**config.mk**
```make
export PLATFORM = sky130hd
export DESIGN_NAME = sortb_search
export DESIGN_NICKNAME = d
export VERILOG_FILES = /design/src/design/sortb_pkg.sv /design/src/design/sortb_search.sv
export SDC_FILE = /design/constraint.sdc
export NUM_CORES = 1
export LEC_CHECK = 0
export ABC_AREA = 1
export BUFFER_PORTS_ARGS = -buffer_cell sky130_fd_sc_hd__buf_2
export CORE_MARGIN = 5
export CORE_UTILIZATION = 50
export DETAILED_ROUTE_END_ITERATION = 8
export PLACE_DENSITY = 0.74
export SKIP_CTS_REPAIR_TIMING = 1
export SLEW_MARGIN = 20
export SYNTH_ARGS = -nofsm -noshare
export SYNTH_HDL_FRONTEND = slang
export SYNTH_SLANG_ARGS = --single-unit
```
**constraint.sdc**
```tcl
create_clock -name clk -period 11.16 [get_ports clk]
set_clock_uncertainty 0.2 [all_clocks]
set_input_delay 1.116 -clock clk [delete_from_list [all_inputs] [get_ports clk]]
set_output_delay 1.116 -clock clk [all_outputs]
set_load 0.01 [all_outputs]
```
**src/design/sortb_pkg.sv**
```systemverilog
// Shared types, codes and constants for the sorted table binary search block.
`default_nettype none

package sortb_pkg;

    // Fixed field widths of the request and response payloads.
    localparam int WORD_W = 32;
    localparam int IDX_W  = 10;
    localparam int CFG_W  = 11;

    // Default number of table entries held in the memory.
    localparam int DEFAULT_TABLE_DEPTH = 1024;

    // Operation codes carried in the func field.
    localparam logic FUNC_WRITE  = 1'b0;
    localparam logic FUNC_SEARCH = 1'b1;

    typedef struct packed {
        logic                     func;
        logic [IDX_W-1:0]         entry_index;
        logic signed [WORD_W-1:0] entry_value;
        logic signed [WORD_W-1:0] search_key;
    } sortb_req_t;

    typedef struct packed {
        logic             found;
        logic [IDX_W-1:0] match_index;
    } sortb_rsp_t;

    typedef enum logic [1:0] {
        ST_IDLE,
        ST_PROBE,
        ST_FINISH
    } sortb_state_t;

endpackage : sortb_pkg

`default_nettype wire

```
**src/design/sortb_search.sv**
```systemverilog
// Binary search sequencer: keeps the bounds, issues one memory read per probe.
`default_nettype none

module sortb_search #(
    parameter int TABLE_DEPTH = sortb_pkg::DEFAULT_TABLE_DEPTH
) (
    input  wire logic                                           clk,
    input  wire logic                                           rst_n,
    input  wire logic                                           start,
    input  wire logic signed [sortb_pkg::WORD_W-1:0]            key,
    input  wire logic [$clog2(TABLE_DEPTH+1)-1:0]               count,
    output logic                                                busy,
    output logic                                                rd_en,
    output logic [((TABLE_DEPTH > 1) ? $clog2(TABLE_DEPTH) : 1)-1:0] rd_addr,
    input  wire logic [sortb_pkg::WORD_W-1:0]                   rd_data,
    output logic                                                res_valid,
    input  wire logic                                           res_ready,
    output sortb_pkg::sortb_rsp_t                               res
);

    import sortb_pkg::*;

    localparam int ADDR_W = (TABLE_DEPTH > 1) ? $clog2(TABLE_DEPTH) : 1;
    localparam int CNT_W  = $clog2(TABLE_DEPTH + 1);

    sortb_state_t state_reg, state_next;

    // Bounds are kept as [low, high) so that they never go negative.
    logic [CNT_W-1:0]         low_reg, low_next;
    logic [CNT_W-1:0]         hi_reg, hi_next;
    logic [ADDR_W-1:0]        mid_reg, mid_next;
    logic signed [WORD_W-1:0] key_reg;
    logic                     found_reg;
    logic [IDX_W-1:0]         idx_reg;

    logic             key_lt, key_gt, key_eq;
    logic             more_probes;
    logic [CNT_W:0]   mid_sum;

    assign key_lt = key_reg < $signed(rd_data);
    assign key_gt = key_reg > $signed(rd_data);
    assign key_eq = !key_lt && !key_gt;

    // Bound update and the next midpoint.
    always_comb
    begin
        low_next = low_reg;
        hi_next  = hi_reg;
        if (state_reg == ST_IDLE)
        begin
            low_next = '0;
            hi_next  = count;
        end
        else if (key_gt)
        begin
            low_next = CNT_W'(mid_reg) + CNT_W'(1);
        end
        else if (key_lt)
        begin
            hi_next = CNT_W'(mid_reg);
        end
        mid_sum     = {1'b0, low_next} + {1'b0, hi_next} - (CNT_W + 1)'(1);
        mid_next    = ADDR_W'(mid_sum >> 1);
        more_probes = low_next < hi_next;
    end

    always_comb
    begin
        state_next = state_reg;
        unique case (state_reg)
            ST_IDLE:
            begin
                if (start)
                begin
                    state_next = (count == '0) ? ST_FINISH : ST_PROBE;
                end
            end
            ST_PROBE:
            begin
                if (key_eq || !more_probes)
                begin
                    state_next = ST_FINISH;
                end
            end
            ST_FINISH:
            begin
                if (res_ready)
                begin
                    state_next = ST_IDLE;
                end
            end
            default:
            begin
                state_next = ST_IDLE;
            end
        endcase
    end

    always_comb
    begin
        busy      = (state_reg != ST_IDLE);
        res_valid = (state_reg == ST_FINISH);
        rd_addr   = mid_next;
        rd_en     = ((state_reg == ST_IDLE) && start && (count != '0))
                  || ((state_reg == ST_PROBE) && !key_eq && more_probes);
        res.found       = found_reg;
        res.match_index = idx_reg;
    end

    always_ff @(posedge clk or negedge rst_n)
    begin
        if (!rst_n)
        begin
            state_reg <= ST_IDLE;
        end
        else
        begin
            state_reg <= state_next;
        end
    end

    always_ff @(posedge clk)
    begin
        if ((state_reg == ST_IDLE) && start)
        begin
            key_reg   <= key;
            low_reg   <= low_next;
            hi_reg    <= hi_next;
            mid_reg   <= mid_next;
            found_reg <= 1'b0;
            idx_reg   <= '0;
        end
        else if (state_reg == ST_PROBE)
        begin
            low_reg <= low_next;
            hi_reg  <= hi_next;
            mid_reg <= mid_next;
            if (key_eq)
            begin
                found_reg <= 1'b1;
                idx_reg   <= IDX_W'(mid_reg);
            end
        end
    end

endmodule : sortb_search

`default_nettype wire
```
==> impl_metrics.csv, run 1 <==
group,metric,value,unit
run_status,result_of_the_run,"complete, no violations",
synth,synth_top_cells_by_area,"edfxtp_1, ha_1, inv_1, nand2_1, dfxtp_1",
synth,synth.most_common_cell,"inv_1",
timing,fmax,150,MHz
worst_setup_path,cp-end-kind,"output pin",
worst_setup_path,cpMaxStageDelayCell,"ha_1",
placed_design,gp_congestion,0.865,
detailed_routing,dr_total_vias,3826,
timing,final_hold_viol_count,0,
worst_setup_path,criticalPathCategory,"in -> out",
grt,antenna_found_initial,0,
clock_network,clock_tree.htree_level_count,3,
worst_setup_path,critPathMaxFanout,14,
hold_path,timing.hold.worst.class,"reg -> reg",
finish,finalNetCount,759,
finish,antenna-diode-count,0,
finish,post_route_design_area,5680,µm²
timing,timing.setup.tns,0,ns
timing,finalCritPeriodShare,59.8,%
finish,layout.core_utilization,60.9,%
grt,grt_start_max_net_pins,42,
clock_network,clockBufferDepth,2,
detailed_routing,wire_per_inst,14.9,µm
placed_design,preCtsSetupSlack,4.50,ns
clock_network,root_buffer,"clkbuf_8",
grt,grt_remaining_overflow,0,
detailed_routing,antenna_left,0,
timing,rsz0062_at_grt,"false",
timing,worst_slew_margin_rel,51.7,%
floorplan,die_width,108,µm
clock_network,cts_tree,"built",
floorplan,die_height,108,µm
flow_run,cap_viol_max_count,0,
synth,synth_flop_cell,"edfxtp_1",
synth,synthesis.instances,513,
placed_design,place_inst,737,
timing,tightest_slew,0.722,ns
worst_setup_path,crit_arrival,5.36,ns
finish,post_layout_nonfiller_instances,753,
grt,vias_in_the_first_global_route,3886,
synth,synth-warning-count,0,
synth,async_reset_ff_share,2.60,%
synth,netlist_top_cells_count,"inv_1, nand2_1, edfxtp_1",
placed_design,port_bufs,102,
timing,timing.final.max_slew_violations,0,
placed_design,dp.final_hpwl,8880,µm
clock_network,clock_sinks,77,
clock_network,clkLatencyLatePin,0.36,ns
detailed_routing,detail_route.wirelength,11200,µm
worst_setup_path,worst-endpoint-required,9.84,ns
floorplan,die_area,11700,µm²
synth,post_synth.cell_area_avg,9.39,µm²
synth,count_of_flip_flops_with_a_built_in_enable_after_synthesis,64,
floorplan,pin_count,103,
power_and_ir_drop,cellPowerDensity,363,nW/µm²
floorplan,start_util,51.6,%
detailed_routing,detail_route.vias_per_cell,5.08,
worst_setup_path,max_stage_delay,0.36,ns
synth,synth_seq_area_share,45.5,%
timing,setup_violators_final,0,
synth,synth_seq_cells,77,
placed_design,dpl_cell_area,5440,µm²
grt,grtUsageTotal,19.5,%
timing,setup_slack,4.49,ns
floorplan,fp.coreArea,9330,µm²
finish,largest_register_ffs,32,
synth,synthDominantAreaCellType,"edfxtp_1",
synth,synth_largest_type_area_fraction,39.9,%
worst_setup_path,critical_path.startpoint_type,"input port",
detailed_routing,drcViolationCount,0,
synth,synth.net_count,653,
finish,drive_above_1_share,23.4,%
detailed_routing,initial_drt_markers,195,
clock_network,cts.clk_slew.worst_paths,0.08,ns
power_and_ir_drop,power.static_leakage,2.85,nW
synth,synth_cell_type_count,39,
synth,netlist_area,4810,µm²
floorplan,floorplan.rows,35,
power_and_ir_drop,ir_worst_vdd,0.437,mV
finish,area.growth.synth_to_final,17.9,%
clock_network,tritoncts.num_buffers,9,
timing,period_needed,6.67,ns
grt,grt_first_pass_wirelength,18000,µm
detailed_routing,detail_route.first_pass.iterations,7,
## path summary, 6_finish.rpt
kind / startpoint / end / slack [ns] / cells past startpoint
max: rd_data[15] / rd_addr[9] / 4.49 / 30
min: found_reg / found_reg / 0.27 / 1
max reg2reg: key_reg[14] / mid_reg[9] / 6.42 / 27
min reg2reg: found_reg / found_reg / 0.27 / 1
max in group asynchronous: rst_n / state_reg[0] / 10.33 / 1
min in group asynchronous: rst_n / state_reg[1] / 0.33 / 1
## per-layer routing
metal	track usage [%]	wire, µm	vias up
li1	-	-	1907
met1	24.5	4780	1756
met2	33.7	5360	148
met3	4.30	860	15
met4	5.32	184	0
met5	0	0	-
## metrics by stage
stage	hold WS, ns	power, W
after CTS	0.270	0.00207
final	0.267	0.00206
after detailed placement	0.253	0.00181
after floorplan	0.242	0.00140
after global placement	0.248	0.00176
after global routing	0.293	0.00225
## layout by cell type, fill, tap and decap left out, types with 2 or more instances in the layout
master     instances
a21oi_1           36
buf_2            102
buf_4              3
bufinv_16          2
clkbuf_8           9
clkinv_4           2
dfrtp_1            2
dfxtp_1           11
edfxtp_1          64
ha_1              60
inv_1            112
inv_2              3
nand2_1           86
nand2_2            4
nand3_1           15
nand3_2            3
nand4_1            8
nor2_1            22
nor2_2             3
nor3_1             4
nor4_1             2
o211ai_1           9
o211ai_2           7
o21a_1             4
o21ai_0           16
o21ai_1            3
o21ai_2            2
or2_1              4
xor2_1            12
## critical path, delay by kind of cell
kind | cells | cell delay [ns]
and+or+nand+nor | 14 | 1.53
adders and majority gates | 3 | 0.92
AOI/OAI and AO/OA | 6 | 0.88
buffers and inverters | 6 | 0.69
xor gates and xnor gates | 1 | 0.21
## final cells by class
class	instances	area (µm²)
repair buffers	105	533
flip-flops and latches	77	2190
multi-input cells	311	2120
clock buffers	11	153
well taps	129	161
clock inverters	5	82.6
inverters	115	432
fillers	823	3650
## cells by family after synthesis
family                   after synthesis  share of synthesized area [%]
AND/OR/NAND/NOR                      154                           14.6
buffers and inverters                125                           10.3
AO/OA/AOI/OAI                         84                           11.3
flip-flops                            77                           45.5
adder cells (fa/ha/maj)               61                           16.0
XOR/XNOR                              12                           2.18
## power breakdown
part / internal [W] / switching (W)
Combinational: 0.000471 / 0.000792
Sequential: 0.000497 / 0.0000526
Clock: 0.000140 / 0.000108
Power figures use the tool's default switching activity.
==> run 2: changes to the inputs <==
--- a/config.mk
+++ b/config.mk
@@ -10,7 +10,7 @@
 export CORE_MARGIN = 5
 export CORE_UTILIZATION = 50
 export DETAILED_ROUTE_END_ITERATION = 8
-export PLACE_DENSITY = 0.74
+export PLACE_DENSITY = 0.77
 export SKIP_CTS_REPAIR_TIMING = 1
 export SLEW_MARGIN = 20
 export SYNTH_ARGS = -nofsm -noshare
==> constraint.sdc (replaced) <==
create_clock -name clk -period 5.7 [get_ports clk]
set_clock_uncertainty 0.2 [all_clocks]
set_input_delay 0.57 -clock clk [delete_from_list [all_inputs] [get_ports clk]]
set_output_delay 0.57 -clock clk [all_outputs]
set_load 0.01 [all_outputs]
==> impl_metrics.csv, run 2 (same netlist as run 1, synthesis figures left out) <==
group,metric,value,unit
run_status,result_of_the_run,"complete, no violations",
detailed_routing,wire_per_inst,14.4,µm
floorplan,fp.coreArea,9330,µm²
finish,layout_common_cells,"inv_1, buf_2, nand2_1",
placed_design,gp_congestion,0.883,
grt,vias_in_the_first_global_route,3858,
placed_design,preCtsSetupSlack,0.160,ns
finish,area.growth.synth_to_final,20.6,%
clock_network,root_buffer,"clkbuf_8",
placed_design,place_inst,737,
power_and_ir_drop,pwr-share-clk,11.1,%
finish,layout.core_utilization,62.3,%
detailed_routing,initial_drt_markers,219,
flow_run,cap_viol_max_count,0,
worst_setup_path,cp-end-kind,"output pin",
timing,fmax,189,MHz
timing,final_hold_viol_count,0,
timing,setup_violators_final,0,
worst_setup_path,setup.worst_path.end,"rd_addr[9]",
finish,most_common_library_cell_in_the_layout_ignoring_fill_and_taps,"inv_1",
worst_setup_path,critPathMaxFanout,8,
grt,grtUsageTotal,19.1,%
placed_design,dp.final_hpwl,8720,µm
timing,worst_slew_margin_rel,59.1,%
worst_setup_path,setup_slack_reg_to_reg,1.34,ns
placed_design,port_bufs,102,
finish,largest_register_ffs,32,
worst_setup_path,startpoint,"key_reg[15]",
grt,grt_start_max_net_pins,43,
clock_network,tritoncts.num_buffers,9,
power_and_ir_drop,p_int,0.00222,W
power_and_ir_drop,netSwitchingFraction,46.0,%
floorplan,start_util,51.6,%
floorplan,die_height,108,µm
detailed_routing,antenna_left,0,
finish,finalNetCount,769,
floorplan,floorplan.rows,35,
worst_setup_path,worst-endpoint-required,4.93,ns
timing,finalCritPeriodShare,92.8,%
timing,period_needed,5.29,ns
timing,timing.setup.tns,0,ns
power_and_ir_drop,net-switching-power,0.00189,W
floorplan,die_area,11700,µm²
finish,antenna-diode-count,0,
clock_network,clkLatencyLatePin,0.35,ns
clock_network,clock_tree.htree_level_count,3,
clock_network,cts.clk_slew.worst_paths,0.08,ns
floorplan,die_width,108,µm
finish,drive_above_1_share,25.9,%
clock_network,clockBufferDepth,2,
worst_setup_path,criticalPathCategory,"reg -> out",
floorplan,pin_count,103,
worst_setup_path,r2r.worst_path.cells,28,
clock_network,clock_sinks,77,
power_and_ir_drop,share_seq_of_total_power,26.2,%
timing,timing.final.max_slew_violations,0,
power_and_ir_drop,power.static_leakage,2.90,nW
detailed_routing,detail_route.vias_per_cell,5.05,
finish,post_layout_nonfiller_instances,763,
worst_setup_path,regToRegEndpoint,"mid_reg[9]",
worst_setup_path,max_stage_delay,0.38,ns
timing,tightest_slew,0.613,ns
grt,antenna_found_initial,0,
grt,grt_first_pass_wirelength,17700,µm
grt,grt_remaining_overflow,0,
detailed_routing,drcViolationCount,0,
worst_setup_path,worst_path_most_repeated_cell,"nand2_1",
worst_setup_path,critical_path.startpoint_type,"flip-flop",
power_and_ir_drop,ir_worst_vdd,1.00,mV
clock_network,cts_tree,"built",
detailed_routing,detail_route.wirelength,11000,µm
power_and_ir_drop,comb_power_share,62.6,%
worst_setup_path,cpMaxStageDelayCell,"edfxtp_1",
detailed_routing,detail_route.first_pass.iterations,4,
power_and_ir_drop,cellPowerDensity,707,nW/µm²
power_and_ir_drop,p_total,0.00410,W
timing,setup_slack,0.410,ns
worst_setup_path,crit_arrival,4.52,ns
hold_path,timing.hold.worst.class,"in -> reg",
worst_setup_path,r2r_start,"key_reg[15]",
detailed_routing,dr_total_vias,3856,
==> run 2: cell count changes in the layout (fill, tap and decap cells not counted), moves of 2 or more <==
| cell | delta |
|---|---|
| nor2_1 | -2 |
| a21oi_1 | -3 |
| ha_1 | -2 |
| o21ai_0 | -3 |
| nor2_2 | +2 |
| inv_6 | +2 |
| a21oi_2 | +3 |
| o21ai_1 | +3 |
| buf_4 | +9 |
==> run 2: power groups by stage <==
| stage | sequential [W] | combinational (W) | clock (W) |
|---|---|---|---|
| 2_1_floorplan | 0.00104 | 0.00171 | 0 |
| 3_3_place_gp | 0.00108 | 0.00237 | 0 |
| 3_5_place_dp | 0.00109 | 0.00243 | 0 |
| 4_1_cts | 0.00107 | 0.00246 | 0.000469 |
| 5_1_grt | 0.00109 | 0.00292 | 0.000495 |
| 6_report | 0.00108 | 0.00257 | 0.000456 |
==> run 2: stage by stage <==
stage / area [µm²] / hold WS (ns)
4_1_cts: 5670 / -0.226
5_1_grt: 5810 / 0.167
6_report: 5810 / 0.190
2_1_floorplan: 4810 / 0.0744
3_5_place_dp: 5440 / 0.164
3_3_place_gp: 5440 / 0.154
==> run 2: per-layer routing <==
layer | vias to the layer above | GRT usage, % | part of all wire, %
met5 | - | 0 | 0
met4 | 0 | 7.21 | 2.2
met3 | 20 | 3.76 | 7.5
met2 | 127 | 31.3 | 47
met1 | 1776 | 25.1 | 44
li1 | 1933 | - | -
==> run 2: how the worst min path moves through the flow <==
stage | slack (ns) | end | from | depth (start not counted)
2_1_floorplan | 0.07 | state_reg[0] | rst_n | 0
3_3_place_gp | 0.15 | state_reg[0] | rst_n | 1
3_5_place_dp | 0.16 | state_reg[0] | rst_n | 1
4_1_cts | -0.23 | state_reg[0] | rst_n | 1
5_1_grt | 0.17 | key_reg[6] | key[6] | 1
6_report | 0.19 | key_reg[6] | key[6] | 1
==> run 2: layout make-up <==
cell class	count	area [µm²]
Clock buffer	11	163
Clock inverter	5	63.8
Fill cell	785	3520
Inverter	115	439
Multi-Input combinational cell	311	2180
Sequential cell	77	2190
Tap cell	129	161
Timing Repair Buffer	115	611
==> run 2: critical path: cells and delay by family (launching register included) <==
kind	cells	cell delay, ns
compound gates	7	0.93
buf+inv	4	0.40
xor+xnor	1	0.19
simple gates	14	1.34
fa+ha+maj	3	0.92
flops	1	0.38
